File: config.mk
export PLATFORM = sky130hd
export DESIGN_NAME = positional_list_store_top
export DESIGN_NICKNAME = d
export VERILOG_FILES = /design/src/hw/rtl/pls_pkg.sv /design/src/hw/rtl/pls_ram.sv /design/src/hw/rtl/pls_step_unit.sv /design/src/hw/rtl/positional_list_store_top.sv
export VERILOG_INCLUDE_DIRS = /design/src /design/src/hw/rtl
export SDC_FILE = /design/constraint.sdc
export NUM_CORES = 1
export LEC_CHECK = 0
export ABC_AREA = 1
export BUFFER_PORTS_ARGS = -buffer_cell sky130_fd_sc_hd__buf_2
export CAP_MARGIN = 10
export CELL_PAD_IN_SITES_DETAIL_PLACEMENT = 0
export CELL_PAD_IN_SITES_GLOBAL_PLACEMENT = 1
export CORE_UTILIZATION = 51
export DETAILED_ROUTE_END_ITERATION = 6
export HOLD_SLACK_MARGIN = 0.08
export PLACE_DENSITY_LB_ADDON = 0.1
export SYNTH_ARGS = -nofsm -noshare
export SYNTH_HDL_FRONTEND = slang
export SYNTH_SLANG_ARGS = --single-unit
File: constraint.sdc
create_clock -name aclk -period 4.9 [get_ports aclk]
set_input_delay 0.49 -clock aclk [delete_from_list [all_inputs] [get_ports aclk]]
set_output_delay 0.49 -clock aclk [all_outputs]
set_load 0.02 [all_outputs]
File: src/hw/rtl/positional_list_store_top_assert.svh
// ----------------------------------------------------------------------------
// positional list store assertion macros
// shared property forms for the list store checks
// ----------------------------------------------------------------------------
`ifndef POSITIONAL_LIST_STORE_TOP_ASSERT_SVH
`define POSITIONAL_LIST_STORE_TOP_ASSERT_SVH

// same-cycle implication, disabled in reset
`define PLS_ASSERT_IMP(lbl, ante, cons, msg) \
    lbl: assert property (@(posedge aclk) disable iff (!aresetn) (ante) |-> (cons)) \
        else $error(msg);

// next-cycle implication, disabled in reset
`define PLS_ASSERT_NXT(lbl, ante, cons, msg) \
    lbl: assert property (@(posedge aclk) disable iff (!aresetn) (ante) |=> (cons)) \
        else $error(msg);

`endif

File: src/hw/rtl/pls_pkg.sv
// ----------------------------------------------------------------------------
// pls_pkg
// sizes, codes and shared types of the positional list store
// ----------------------------------------------------------------------------
`default_nettype none

package pls_pkg;

    localparam int DEPTH      = 16;
    localparam int DATA_WIDTH = 32;

    localparam int IDX_W  = (DEPTH > 2) ? $clog2(DEPTH) : 1;
    localparam int CNT_W  = $clog2(DEPTH + 1);
    localparam int POS_W  = 5;
    localparam int FCNT_W = 5;
    localparam int ELEM_W = 32;
    localparam int FUNC_W = 3;
    localparam int STAT_W = 2;
    localparam int CMP_W  = (CNT_W + 1 > POS_W) ? CNT_W + 1 : POS_W;

    localparam int S_DATA_W = 40;
    localparam int M_DATA_W = 40;

    typedef enum logic [FUNC_W-1:0] {
        FN_INS_FRONT = 3'd0,
        FN_INS_BACK  = 3'd1,
        FN_INS_POS   = 3'd2,
        FN_DEL_FRONT = 3'd3,
        FN_DEL_BACK  = 3'd4,
        FN_DEL_POS   = 3'd5,
        FN_DUMP      = 3'd6
    } func_t;

    localparam logic [STAT_W-1:0] STAT_OK      = 2'd0;
    localparam logic [STAT_W-1:0] STAT_INVALID = 2'd1;
    localparam logic [STAT_W-1:0] STAT_FULL    = 2'd2;
    localparam logic [STAT_W-1:0] STAT_EMPTY   = 2'd3;

    typedef struct packed {
        logic [IDX_W-1:0] cur;
        logic [IDX_W-1:0] bound;
        logic             dec;
    } step_req_t;

    typedef struct packed {
        logic [IDX_W-1:0] nxt;
        logic             hit;
    } step_rsp_t;

endpackage

`default_nettype wire

File: src/hw/rtl/pls_ram.sv
// ----------------------------------------------------------------------------
// pls_ram
// single write port, single registered read port slot memory
// ----------------------------------------------------------------------------
`default_nettype none

module pls_ram #(
    parameter int DEPTH = 16,
    parameter int WIDTH = 32,
    parameter int AW    = (DEPTH > 2) ? $clog2(DEPTH) : 1
) (
    input  wire logic             aclk,
    input  wire logic             wr_en,
    input  wire logic [AW-1:0]    wr_addr,
    input  wire logic [WIDTH-1:0] wr_data,
    input  wire logic             rd_en,
    input  wire logic [AW-1:0]    rd_addr,
    output logic      [WIDTH-1:0] rd_data
);

    logic [WIDTH-1:0] mem [DEPTH];
    logic [WIDTH-1:0] rd_data_reg;

    always_ff @(posedge aclk) begin
        if (wr_en) begin
            mem[wr_addr] <= wr_data;
        end
        if (rd_en) begin
            rd_data_reg <= mem[rd_addr];
        end
    end

    assign rd_data = rd_data_reg;

endmodule

`default_nettype wire

File: src/hw/rtl/pls_step_unit.sv
// ----------------------------------------------------------------------------
// pls_step_unit
// shared cursor step: next slot index and end-of-walk compare
// ----------------------------------------------------------------------------
`default_nettype none

module pls_step_unit (
    input  wire pls_pkg::step_req_t req,
    output pls_pkg::step_rsp_t      rsp
);

    import pls_pkg::*;

    always_comb begin
        rsp.nxt = req.dec ? (req.cur - IDX_W'(1)) : (req.cur + IDX_W'(1));
        rsp.hit = (req.cur == req.bound);
    end

endmodule

`default_nettype wire

File: src/hw/rtl/positional_list_store_top.sv
// ----------------------------------------------------------------------------
// positional_list_store_top
// bounded ordered list with positional insert, delete and dump
// ----------------------------------------------------------------------------
// usage:
//   s_ channel carries one operation per transfer: s_tuser selects it, s_tdata
//   holds the data word and the 1-based position. s_tready is high only while
//   the sequencer is idle; one operation is worked on at a time.
//   m_ channel returns one result per operation, or one per stored element
//   for a dump, with m_tlast on the final result of the operation.
// data path:
//   the slots live in a memory with one write port and one registered read
//   port; every shifted slot is read and then written one place over through
//   the shared cursor step unit. a rejected operation or an empty dump goes
//   straight to its result. a dump reads each stored element and then
//   presents it, one element at a time, before reading the next.
// reset:
//   aresetn clears the element count, the sequencer and the output valid;
//   no memory clearing pass is run, the block is ready once the sequencer is idle.
// stall:
//   a held result keeps m_tdata stable and the sequencer waits at its next
//   result; a new operation may be accepted while the last result waits.
// ----------------------------------------------------------------------------
`default_nettype none

module positional_list_store_top (
    input  wire logic                          aclk,
    input  wire logic                          aresetn,
    input  wire logic                          s_tvalid,
    output logic                               s_tready,
    input  wire logic [pls_pkg::S_DATA_W-1:0]  s_tdata,   // value[31:0], position[36:32]
    input  wire logic [pls_pkg::FUNC_W-1:0]    s_tuser,   // func[2:0]
    output logic                               m_tvalid,
    input  wire logic                          m_tready,
    output logic      [pls_pkg::M_DATA_W-1:0]  m_tdata,   // status[1:0], count[6:2], element[38:7]
    output logic                               m_tuser,   // element_valid[0]
    output logic                               m_tlast
);

    import pls_pkg::*;

    typedef enum logic [2:0] {
        SQ_IDLE,
        SQ_INS_CHK,
        SQ_INS_WR,
        SQ_DEL_CHK,
        SQ_DEL_WR,
        SQ_DUMP_RD,
        SQ_DUMP_OUT,
        SQ_RESP
    } seq_state_t;

    seq_state_t             state_reg,  state_next;
    logic [CNT_W-1:0]       count_reg,  count_next;
    logic [IDX_W-1:0]       cursor_reg, cursor_next;
    logic [IDX_W-1:0]       bound_reg,  bound_next;
    logic [DATA_WIDTH-1:0]  value_reg,  value_next;
    logic [STAT_W-1:0]      status_reg, status_next;

    logic                   m_tvalid_reg,   m_tvalid_next;
    logic [STAT_W-1:0]      out_status_reg, out_status_next;
    logic [FCNT_W-1:0]      out_count_reg,  out_count_next;
    logic [ELEM_W-1:0]      out_elem_reg,   out_elem_next;
    logic                   out_evalid_reg, out_evalid_next;
    logic                   out_last_reg,   out_last_next;

    logic                   mem_we;
    logic [IDX_W-1:0]       mem_waddr;
    logic [DATA_WIDTH-1:0]  mem_wdata;
    logic                   mem_re;
    logic [IDX_W-1:0]       mem_raddr;
    logic [DATA_WIDTH-1:0]  mem_rdata;

    step_req_t              step_req;
    step_rsp_t              step_rsp;

    func_t                  fn;
    logic [POS_W-1:0]       s_pos;
    logic [CMP_W-1:0]       pos_x;
    logic [CMP_W-1:0]       cnt_x;
    logic [IDX_W-1:0]       last_idx;
    logic [IDX_W-1:0]       pos_idx;
    logic                   list_full;
    logic                   list_empty;
    logic                   ins_pos_ok;
    logic                   del_pos_ok;
    logic                   out_free;
    logic [63:0]            elem_wide;

    pls_ram #(
        .DEPTH (DEPTH),
        .WIDTH (DATA_WIDTH)
    ) u_ram (
        .aclk    (aclk),
        .wr_en   (mem_we),
        .wr_addr (mem_waddr),
        .wr_data (mem_wdata),
        .rd_en   (mem_re),
        .rd_addr (mem_raddr),
        .rd_data (mem_rdata)
    );

    pls_step_unit u_step (
        .req (step_req),
        .rsp (step_rsp)
    );

    assign fn         = func_t'(s_tuser);
    assign s_pos      = s_tdata[ELEM_W +: POS_W];
    assign pos_x      = CMP_W'(s_pos);
    assign cnt_x      = CMP_W'(count_reg);
    assign last_idx   = IDX_W'(count_reg - CNT_W'(1));
    assign pos_idx    = IDX_W'(pos_x - CMP_W'(1));
    assign list_full  = (count_reg == CNT_W'(DEPTH));
    assign list_empty = (count_reg == '0);
    assign ins_pos_ok = (pos_x != '0) && (pos_x <= cnt_x + CMP_W'(1));
    assign del_pos_ok = (pos_x != '0) && (pos_x <= cnt_x);
    assign out_free   = !m_tvalid_reg || m_tready;
    assign elem_wide  = 64'(mem_rdata);

    assign s_tready = (state_reg == SQ_IDLE);

    always_comb begin
        state_next      = state_reg;
        count_next      = count_reg;
        cursor_next     = cursor_reg;
        bound_next      = bound_reg;
        value_next      = value_reg;
        status_next     = status_reg;
        m_tvalid_next   = m_tvalid_reg;
        out_status_next = out_status_reg;
        out_count_next  = out_count_reg;
        out_elem_next   = out_elem_reg;
        out_evalid_next = out_evalid_reg;
        out_last_next   = out_last_reg;

        step_req.cur   = cursor_reg;
        step_req.bound = bound_reg;
        step_req.dec   = (state_reg == SQ_INS_CHK) || (state_reg == SQ_INS_WR);

        mem_we    = 1'b0;
        mem_waddr = cursor_reg;
        mem_wdata = mem_rdata;
        mem_re    = 1'b0;
        mem_raddr = step_rsp.nxt;

        if (m_tvalid_reg && m_tready) begin
            m_tvalid_next = 1'b0;
        end

        unique case (state_reg)
            SQ_IDLE: begin
                if (s_tvalid) begin
                    value_next  = DATA_WIDTH'(s_tdata[ELEM_W-1:0]);
                    status_next = STAT_OK;
                    state_next  = SQ_RESP;
                    unique case (fn) inside
                        FN_INS_FRONT, FN_INS_BACK, FN_INS_POS: begin
                            cursor_next = IDX_W'(count_reg);
                            if (list_full) begin
                                status_next = STAT_FULL;
                            end else if ((fn == FN_INS_POS) && !ins_pos_ok) begin
                                status_next = STAT_INVALID;
                            end else begin
                                state_next = SQ_INS_CHK;
                                if (fn == FN_INS_FRONT) begin
                                    bound_next = '0;
                                end else if (fn == FN_INS_BACK) begin
                                    bound_next = IDX_W'(count_reg);
                                end else begin
                                    bound_next = pos_idx;
                                end
                            end
                        end
                        FN_DEL_FRONT, FN_DEL_BACK, FN_DEL_POS: begin
                            bound_next = last_idx;
                            if (list_empty) begin
                                status_next = STAT_EMPTY;
                            end else if ((fn == FN_DEL_POS) && !del_pos_ok) begin
                                status_next = STAT_INVALID;
                            end else begin
                                state_next = SQ_DEL_CHK;
                                if (fn == FN_DEL_FRONT) begin
                                    cursor_next = '0;
                                end else if (fn == FN_DEL_BACK) begin
                                    cursor_next = last_idx;
                                end else begin
                                    cursor_next = pos_idx;
                                end
                            end
                        end
                        FN_DUMP: begin
                            cursor_next = '0;
                            bound_next  = last_idx;
                            if (!list_empty) begin
                                state_next = SQ_DUMP_RD;
                            end
                        end
                        default: begin
                            status_next = STAT_INVALID;
                        end
                    endcase
                end
            end
            SQ_INS_CHK: begin
                if (step_rsp.hit) begin
                    mem_we     = 1'b1;
                    mem_wdata  = value_reg;
                    count_next = count_reg + CNT_W'(1);
                    state_next = SQ_RESP;
                end else begin
                    mem_re     = 1'b1;
                    state_next = SQ_INS_WR;
                end
            end
            SQ_INS_WR: begin
                mem_we      = 1'b1;
                cursor_next = step_rsp.nxt;
                state_next  = SQ_INS_CHK;
            end
            SQ_DEL_CHK: begin
                if (step_rsp.hit) begin
                    count_next = count_reg - CNT_W'(1);
                    state_next = SQ_RESP;
                end else begin
                    mem_re     = 1'b1;
                    state_next = SQ_DEL_WR;
                end
            end
            SQ_DEL_WR: begin
                mem_we      = 1'b1;
                cursor_next = step_rsp.nxt;
                state_next  = SQ_DEL_CHK;
            end
            SQ_DUMP_RD: begin
                mem_re     = 1'b1;
                mem_raddr  = cursor_reg;
                state_next = SQ_DUMP_OUT;
            end
            SQ_DUMP_OUT: begin
                if (out_free) begin
                    m_tvalid_next   = 1'b1;
                    out_status_next = STAT_OK;
                    out_count_next  = FCNT_W'(count_reg);
                    out_elem_next   = elem_wide[ELEM_W-1:0];
                    out_evalid_next = 1'b1;
                    out_last_next   = step_rsp.hit;
                    if (step_rsp.hit) begin
                        state_next = SQ_IDLE;
                    end else begin
                        cursor_next = step_rsp.nxt;
                        state_next  = SQ_DUMP_RD;
                    end
                end
            end
            SQ_RESP: begin
                if (out_free) begin
                    m_tvalid_next   = 1'b1;
                    out_status_next = status_reg;
                    out_count_next  = FCNT_W'(count_reg);
                    out_elem_next   = '0;
                    out_evalid_next = 1'b0;
                    out_last_next   = 1'b1;
                    state_next      = SQ_IDLE;
                end
            end
            default: begin
                state_next = SQ_IDLE;
            end
        endcase
    end

    always_ff @(posedge aclk) begin
        if (!aresetn) begin
            state_reg    <= SQ_IDLE;
            count_reg    <= '0;
            m_tvalid_reg <= 1'b0;
        end else begin
            state_reg    <= state_next;
            count_reg    <= count_next;
            m_tvalid_reg <= m_tvalid_next;
        end
        cursor_reg     <= cursor_next;
        bound_reg      <= bound_next;
        value_reg      <= value_next;
        status_reg     <= status_next;
        out_status_reg <= out_status_next;
        out_count_reg  <= out_count_next;
        out_elem_reg   <= out_elem_next;
        out_evalid_reg <= out_evalid_next;
        out_last_reg   <= out_last_next;
    end

    assign m_tvalid = m_tvalid_reg;
    assign m_tdata  = {1'b0, out_elem_reg, out_count_reg, out_status_reg};
    assign m_tuser  = out_evalid_reg;
    assign m_tlast  = out_last_reg;

    `include "positional_list_store_top_assert.svh"

    // element count stays within the list capacity
    `PLS_ASSERT_IMP(a_count_bound, 1'b1, count_reg <= CNT_W'(DEPTH), "count above depth")

    // count moves by at most one element per cycle
    `PLS_ASSERT_NXT(a_count_step, 1'b1,
        (count_reg == $past(count_reg)) || (count_reg == $past(count_reg) + CNT_W'(1))
            || (count_reg == $past(count_reg) - CNT_W'(1)), "count jumped")

    // a result carrying an element always reports ok
    `PLS_ASSERT_IMP(a_elem_ok, m_tvalid_reg && out_evalid_reg, out_status_reg == STAT_OK, "element with error status")

    // the count only changes when the walk finishes and a result is due
    `PLS_ASSERT_NXT(a_count_resp, state_reg != SQ_INS_CHK && state_reg != SQ_DEL_CHK,
        count_reg == $past(count_reg), "count changed outside walk end")

endmodule

`default_nettype wire
# Yosys cells after proc, flatten, opt, wreduce, memory -nomap -nowiden
# Memories as Yosys holds them, arrays and structs flattened. A register that Yosys moved wholly into a read port is not among the register bits.
# Index checks and enable logic that the tools add are counted.
# Widths: inputs -> output; s select.
# word_totals
ff_bits,92
mem_bits_rw,512
inputBits,47
out_inout_bits,44
memories,1
# op_classes
add_sub_neg,6
n_lt_le_gt_ge,2
n_eq_ne,26
muxes,59
reduce_logical,31
# mem_list
name,words,width,read_ports,rd_clocked_by_memory_dff,wr,line_no,source
u_ram.mem,16,32,1,1,1,pls_ram.sv:21,logic [WIDTH-1:0] mem [DEPTH];
# op_table
op,n
$mux 32,4
$pmux 32 s2,1
$mux 4,13
$mux 3,9
$pmux 3 s8,1
$pmux 4 s3,2
$eq 3x3->1 const B,7
$ne 2x2->1 const B,8
$eq 3x2->1 const B,4
$mux 1,12
$mux 2,6
$mux 5,2
$pmux 5 s2,1
$pmux 3 s3,1
$reduce_and 3->1,3
$pmux 1 s2,4
$pmux 4 s2,1
$sub 4x1->4 const B,2
$reduce_and 7->1,1
$add 5x1->6 const B,1
$eq 3x1->1 const B,2
$le 5x6->1,1
$logic_not 3->1,2
$ne 3x3->1 const B,2
other kinds (21),34

# Longest topological paths before layout
# Gate-level depths: netlist of the first run.
# depth
word_depth,10
ltp_mapped,17
mapped_depth_nobuf,16

# Modules after synthesis
# A second synthesis of the first run with hierarchy kept.
# unflattened
hier_cells,2643
hier_area_um2,27816.7
# by_module_without_submodules
mod,instances,cells_per_inst,area_per_inst_um2
pls_ram,1,2120,23064.6
positional_list_store_top,1,489,4571.9
pls_step_unit,1,34,180.2

# Least setup slack after synthesis of the first run
# No wires, ideal clock.
# synth_timing
path_type,register to register
startpoint,reg cursor_reg[1]
endpoint,reg u_ram.rd_data_reg[0] (netlist: u_ram.rd_data[0]) (read register of u_ram.mem) (enable)
arrival_time_ps,3336
t_required_ps,4430
slack_ps,1094
stages_incl_launch_ff,6
path_buffers,0
cell_sequence,edfxtp_1 -> xor2_1 -> a21oi_1 -> nand2_1 -> inv_1 -> o31ai_1
# synth_via
elab_chain_cells,3
word_cells_on_any_way,7
cone_classes,add/sub (2); eq/ne (1); mux (4)
# synth_rtl
element,line_no,source
start: declaration,positional_list_store_top.sv:55,"logic [IDX_W-1:0] cursor_reg, cursor_next;"
start signal: assignment,positional_list_store_top.sv:283,cursor_reg <= cursor_next;
$eq 4x4->1,pls_step_unit.sv:16,rsp.hit = (req.cur == req.bound);
$mux 1,"positional_list_store_top.sv:206, positional_list_store_top.sv:222",
$pmux 1 s2,positional_list_store_top.sv:151,unique case (state_reg)
via mem_re,positional_list_store_top.sv:70,logic mem_re;
end: declaration,pls_ram.sv:22,logic [WIDTH-1:0] rd_data_reg;
# The timed path passes the listed nets, and every way through them passes these cells.
# A chain may end at the register's enable or synchronous reset.

# Worst setup path in the final report of the first run
# layout_timing
startpoint,reg state_reg[2]
endpoint,reg u_ram.rd_data_reg[6] (netlist: u_ram.rd_data[6]) (read register of u_ram.mem) (data pin)
# layout_via
elab_chain_cells,4
word_cells_on_any_way,9
cone_classes,eq/ne (4); mux (3); reduce/logical (2)
# layout_rtl
element,line_no,source
start: declaration,positional_list_store_top.sv:53,"seq_state_t state_reg, state_next;"
start signal: assignment,positional_list_store_top.sv:279,state_reg <= state_next;
$eq 3x1->1 or $eq 3x2->1 (tied branches),"positional_list_store_top.sv:139, positional_list_store_top.sv:151",
$logic_or 1x1->1,positional_list_store_top.sv:139,step_req.dec = (state_reg == SQ_INS_CHK) || (state_reg == SQ_INS_WR);
$mux 4,pls_step_unit.sv:15,rsp.nxt = req.dec ? (req.cur - IDX_W'(1)) : (req.cur + IDX_W'(1));
$mux 4,positional_list_store_top.sv:151,
# Parallel ways exist; a longest one is shown, timed or not.

==> results of run 1 <==
-- cells in the mapped netlist (all sizes together) (8+ instances only) --
| cell | number | share of area |
|---|---|---|
| a21oi | 12 | 0.0023 |
| nand2 | 221 | 0.032 |
| o21ai | 281 | 0.055 |
| o211ai | 131 | 0.038 |
| nor2 | 434 | 0.063 |
| inv | 82 | 0.012 |
| buf | 70 | 0.014 |
| nand3 | 81 | 0.016 |
| clkbuf | 47 | 0.0069 |
| dfxtp | 9 | 0.0070 |
| edfxtp | 627 | 0.73 |
| xor2 | 8 | 0.0030 |
| ha | 17 | 0.0083 |
-- metal layers --
metal | part of all wire | wire length [µm]
met1 | 0.44 | 26900
met2 | 0.49 | 29600
met3 | 0.051 | 3090
met4 | 0.020 | 1190
met5 | 0 | 0
-- area by class of cell --
type | instances | area (µm²)
clock inverters | 34 | 262
inverters | 82 | 315
multi-input cells | 1219 | 6080
fillers | 3909 | 19800
well taps | 664 | 831
flip-flops and latches | 636 | 19000
repair buffers | 152 | 1170
clock buffers | 92 | 1880
-- stage by stage --
step	cells	instance area, µm²	utilization	hold WS, ns	worst slack [ns]
3_5_place_dp	2721	27100	0.549	0.498	1.48
6_report	2879	29500	0.599	0.192	1.42
4_1_cts	2879	29500	0.599	0.164	1.45
5_1_grt	2879	29500	0.599	0.201	1.21
2_1_floorplan	2054	25700	-	0.406	1.09
3_3_place_gp	2721	27100	0.549	0.501	1.48
-- cells by family (layout without fill, tap and decap cells) --
| kind of cell | Yosys count | in the layout |
|---|---|---|
| other | 1 | 1 |
| AND/OR/NAND/NOR | 745 | 745 |
| AO/OA/AOI/OAI | 441 | 441 |
| flip-flops | 636 | 636 |
| XOR/XNOR | 14 | 14 |
| buffers and inverters | 199 | 360 |
| adder cells (fa/ha/maj) | 18 | 18 |
-- worst max-delay path, delay by kind of cell, from the launching register on --
| kind | cells | cell delay (ns) |
|---|---|---|
| DFF | 1 | 0.44 |
| xor gates and xnor gates | 1 | 0.25 |
| AOI/OAI and AO/OA | 2 | 0.37 |
| buffers and inverters | 3 | 1.03 |
| adders and majority gates | 1 | 0.37 |
| and+or+nand+nor | 5 | 0.73 |
-- final timing paths --
check        slack (ns)  depth (start not counted)               end
max                1.42                         12  u_ram.rd_data[6]
min                0.19                          3          m_tvalid
max reg2reg        1.42                         12  u_ram.rd_data[6]
min reg2reg        0.52                          0  out_count_reg[4]
==> key figures, run 1 <==
Yosys
  – Compound-Gate Fraction of Synth Area: 0.100
  – Seq/Total Area, Yosys: 0.739
  – Post-synthesis mux area share: 0
  – Post-Syn Area: around 26000 µm²
  – Combinational family with the most area after synthesis: simple AND/OR/NAND/NOR gates
  – Main synth FF type: edfxtp_1
  – Number of synthesized flops with an enable pin: 627
  – Xor/xnor share of the synthesized area: 0.00506
  – Mapped Avg Cell Area: roughly 13 µm²
  – Mapped Cells: between 2000 and 2500
  – Post-Synth Adder-Cell Area: 0.00904
  – Simple-gate area share of the yosys netlist: 0.114
  – Synth warn: 0
  – Yosys reg bits: 636
  – Synthesized Nets: between 2000 and 2500
  – Synth unique cells: 39
  – Share of flip-flops with an asynchronous set or reset: 0

Worst setup path
  – Worst EP arrival: around 3.8 ns
  – Crit end category: flop
  – Worst Path Required: 5.24 ns
  – CP cell instances: inv_1, nand3_1, nand2_2, inv_1, fa_1, xnor2_1, nand2_1, o21ai_4, buf_4, o211ai_1, nand3_1, nand2_1
  – Critical-path top delay cell: buf_4
  – Setup crit start: state_reg[2]
  – Critical path fanouts, max: between 60 and 70
  – Max incr delay on CP: ~0.81 ns
  – Startpoint type of the worst setup path: flop
  – FF-to-FF Start: state_reg[2]
  – Critical path class: flop to flop

Timing
  – Final Max Slew Viols: 0
  – Setup TNS: 0 ns
  – Tmin final: 3.48 ns
  – Unrepaired setup endpoints after global routing: false
  – FMAX: around 290 MHz
  – Clk_skew: approximately 0.018 ns
  – # setup viols final: 0
  – Slew HR: 0.275
  – Final Cycle Share: 0.710
  – Worst-Margin Slew: ~1.1 ns
  – Final hold viol count: 0

Final layout
  – Max reg flops: 512
  – Final net count: about 2200
  – Most frequent cells in the layout: 627 x edfxtp_1, 416 x nor2_1, 257 x o21ai_0, 219 x nand2_1, 131 x o211ai_1
  – Largest register by flop count: u_ram.mem
  – # diodes: 0
  – Syn-to-layout area delta: 14.8%
  – Most common cell after layout, fill and taps aside: edfxtp_1
  – Share of cells above drive strength 1: 0.112

Floorplan
  – # rows: 81
  – Die height: about 230 µm
  – DIE WIDTH: roughly 230 µm
  – Top Ports: ~90
  – Die footprint: just over 50000 µm²
  – Initial Util: 0.521
  – Total core area: a little under 50000 µm²

Clock tree
  – Worst-case clock buffer depth: 3
  – CTS Sinks: ~640
  – CTS buffer count: between 60 and 70
  – Post CTS Setup Buffer Count: 0
  – CTS tree: done
  – CTS Hold Bufs: 32
  – CTS resizes: 0
  – Clock root buffer: clkbuf_16
  – H-tree Lvls: 3
  – Clock-pin slew on the worst setup and hold paths: ~0.060 ns
  – Worst-skew pair later-pin latency: ~0.60 ns

GRT
  – Grt met2 use: 0.406
  – Largest net degree at the start of global routing: approximately 190
  – Top Usage Layer GRT: met2
  – GRT Util Overall: 0.242
  – M3 GR Usage: 0.0367
  – Vias in the first global route: between 15000 and 20000
  – First-pass GRT wire length: about 92 mm
  – GRT Residual Overflow: 0
  – Initial antenna violation count: 0
  – Grt met1 use: 0.331

Detailed routing
  – Final ANT Viol Nets: 0
  – Final WL: about 61 mm
  – DR pass1 iterations: 5
  – Wire per inst: ~21 µm
  – Vias per inst: about 5.6
  – Vias: around 16000
  – DRC: 0
  – DRT iter0 DRCs: about 1600

Status
  – Status: completed

Placed design
  – Port bufs: 86
  – GP Congestion: about 0.80
  – Hpwl dp: a little over 30 mm

Worst hold path
  – Min-delay worst type: input pin to flop
  – HP Start: aresetn

Run
  – Max Cap Viol: 0
Power of run 1 is not shown: default switching activity piles up to over one toggle a cycle in this logic, so the estimate is an artifact.
==> inputs of run 2 (changes only) <==
Clock period 4.9 ns to 3.65 ns, I/O delays scaled along.
==> key figures, run 2 (same netlist as run 1, synthesis figures left out) <==
Status
  – Status: completed

Final layout
  – Share of cells above drive strength 1: 0.120
  – Most frequent cells in the layout: 627 x edfxtp_1, 416 x nor2_1, 257 x o21ai_0, 219 x nand2_1, 131 x o211ai_1
  – # diodes: 0
  – Largest register by flop count: u_ram.mem
  – Final net count: ~2200
  – Most common cell after layout, fill and taps aside: edfxtp_1
  – Max reg flops: 512
  – Syn-to-layout area delta: 15.8%
  – Post-Layout Cell Count: between 2000 and 3000

Worst setup path
  – FF-to-FF Start: state_reg[0]
  – Worst Path Required: 3.99 ns
  – Worst EP arrival: 3.58 ns
  – Startpoint type of the worst setup path: flop
  – Critical path class: flop to flop
  – R2r endpoint: u_ram.rd_data[19]
  – Critical path fanouts, max: 22
  – Crit end category: flop
  – Flop-to-flop setup slack: just over 0.4 ns
  – Reg2Reg Depth: 11

Floorplan
  – Total core area: 49400 µm²
  – DIE WIDTH: ~230 µm
  – Initial Util: 0.521
  – Die footprint: between 50000 and 60000 µm²
  – Top Ports: just over 90
  – # rows: 81
  – Die height: roughly 230 µm

Detailed routing
  – Final WL: approximately 62 mm
  – DRC: 0
  – DR pass1 iterations: 5
  – Final ANT Viol Nets: 0
  – DRT iter0 DRCs: 1394
  – Wire per inst: 21.4 µm
  – Vias per inst: about 5.6
  – Vias: between 15000 and 20000

Timing
  – # setup viols final: 0
  – Tmin final: 3.24 ns
  – Unrepaired setup endpoints after global routing: false
  – Clk_skew: roughly 0.020 ns
  – Slew HR: 0.310
  – Setup TNS: 0 ns
  – Final Max Slew Viols: 0
  – Worst-Margin Slew: between 1 and 1.5 ns
  – Final hold viol count: 0
  – Final Cycle Share: 0.889
  – FMAX: 308 MHz

GRT
  – Largest net degree at the start of global routing: approximately 100
  – Initial antenna violation count: 0
  – GRT Residual Overflow: 0
  – First-pass GRT wire length: approximately 93 mm
  – GRT Util Overall: 0.247
  – Vias in the first global route: 15400

Worst hold path
  – Hold endpoint: state_reg[1]
  – HP Start: s_tvalid
  – Min-delay worst type: input pin to flop
  – Worst hold path cell count: 3

Clock tree
  – H-tree Lvls: 3
  – Worst-skew pair later-pin latency: 0.59 ns
  – CTS buffer count: between 60 and 70
  – Clock-pin slew on the worst setup and hold paths: roughly 0.06 ns
  – CTS Sinks: 636
  – Clock root buffer: clkbuf_16
  – CTS resizes: 0
  – CTS tree: done
  – Worst-case clock buffer depth: 3

Placed design
  – Hpwl dp: between 30 and 40 mm
  – DP Cell Count: roughly 2700
  – GP Congestion: around 0.81
  – Port bufs: between 80 and 90

Run
  – Max Cap Viol: 0
## run 2: layer usage
metal | part of all wire | GRT usage | wire (µm) | vias up
li1 | - | - | - | 7635
met1 | 0.45 | 0.351 | 27800 | 7967
met5 | 0 | 0 | 0 | -
met2 | 0.48 | 0.398 | 29500 | 454
met4 | 0.022 | 0.0697 | 1360 | 0
met3 | 0.051 | 0.0376 | 3150 | 100
## run 2: worst max-delay path: stages, from the launching register on
cell and delay [ns]:
dfxtp_1 0.51, nand3_1 0.25, nand2_2 0.18, inv_1 0.06, fa_1 0.37, xnor2_1 0.27, nand2_1 0.14, o21ai_4 0.38
buf_4 0.46, o211ai_1 0.16, nand3_1 0.12, nand2_1 0.06
## run 2: metrics by stage
| step | hold WS [ns] | area [µm²] | setup slack, ns | util |
|---|---|---|---|---|
| 3_3_place_gp | 0.507 | 27300 | 0.519 | 0.553 |
| 2_1_floorplan | 0.406 | 25700 | 0.355 | - |
| 6_report | 0.143 | 29800 | 0.405 | 0.604 |
| 3_5_place_dp | 0.517 | 27300 | 0.463 | 0.553 |
| 5_1_grt | 0.142 | 29800 | 0.191 | 0.604 |
| 4_1_cts | 0.107 | 29800 | 0.436 | 0.604 |
## run 2: layout make-up
| cell class | instances | area, µm² |
|---|---|---|
| Clock inverter | 35 | 357 |
| Sequential cell | 636 | 19000 |
| Timing Repair Buffer | 171 | 1380 |
| Fill cell | 3929 | 19600 |
| Clock buffer | 83 | 1820 |
| Tap cell | 664 | 831 |
| Multi-Input combinational cell | 1219 | 6080 |
| Inverter | 82 | 315 |
## run 2: repair_timing
action                                 in CTS  in global routing
endpoints found under the hold margin      35                  0
hold buffers                               33                  0
setup endpoints to repair                   0                  0
buffers inserted                            0                  0
## run 2: worst max path at each step
stage                 start                end  slack, ns  cells past startpoint
3_5_place_dp   state_reg[0]  u_ram.rd_data[19]       0.46                     11
5_1_grt        state_reg[0]  u_ram.rd_data[17]       0.19                     11
6_report       state_reg[0]  u_ram.rd_data[19]       0.41                     11
4_1_cts        state_reg[0]  u_ram.rd_data[19]       0.44                     11
2_1_floorplan  state_reg[2]      status_reg[0]       0.36                      4
3_3_place_gp   state_reg[0]  u_ram.rd_data[19]       0.52                     11
Power of run 2 is left out for the same reason.
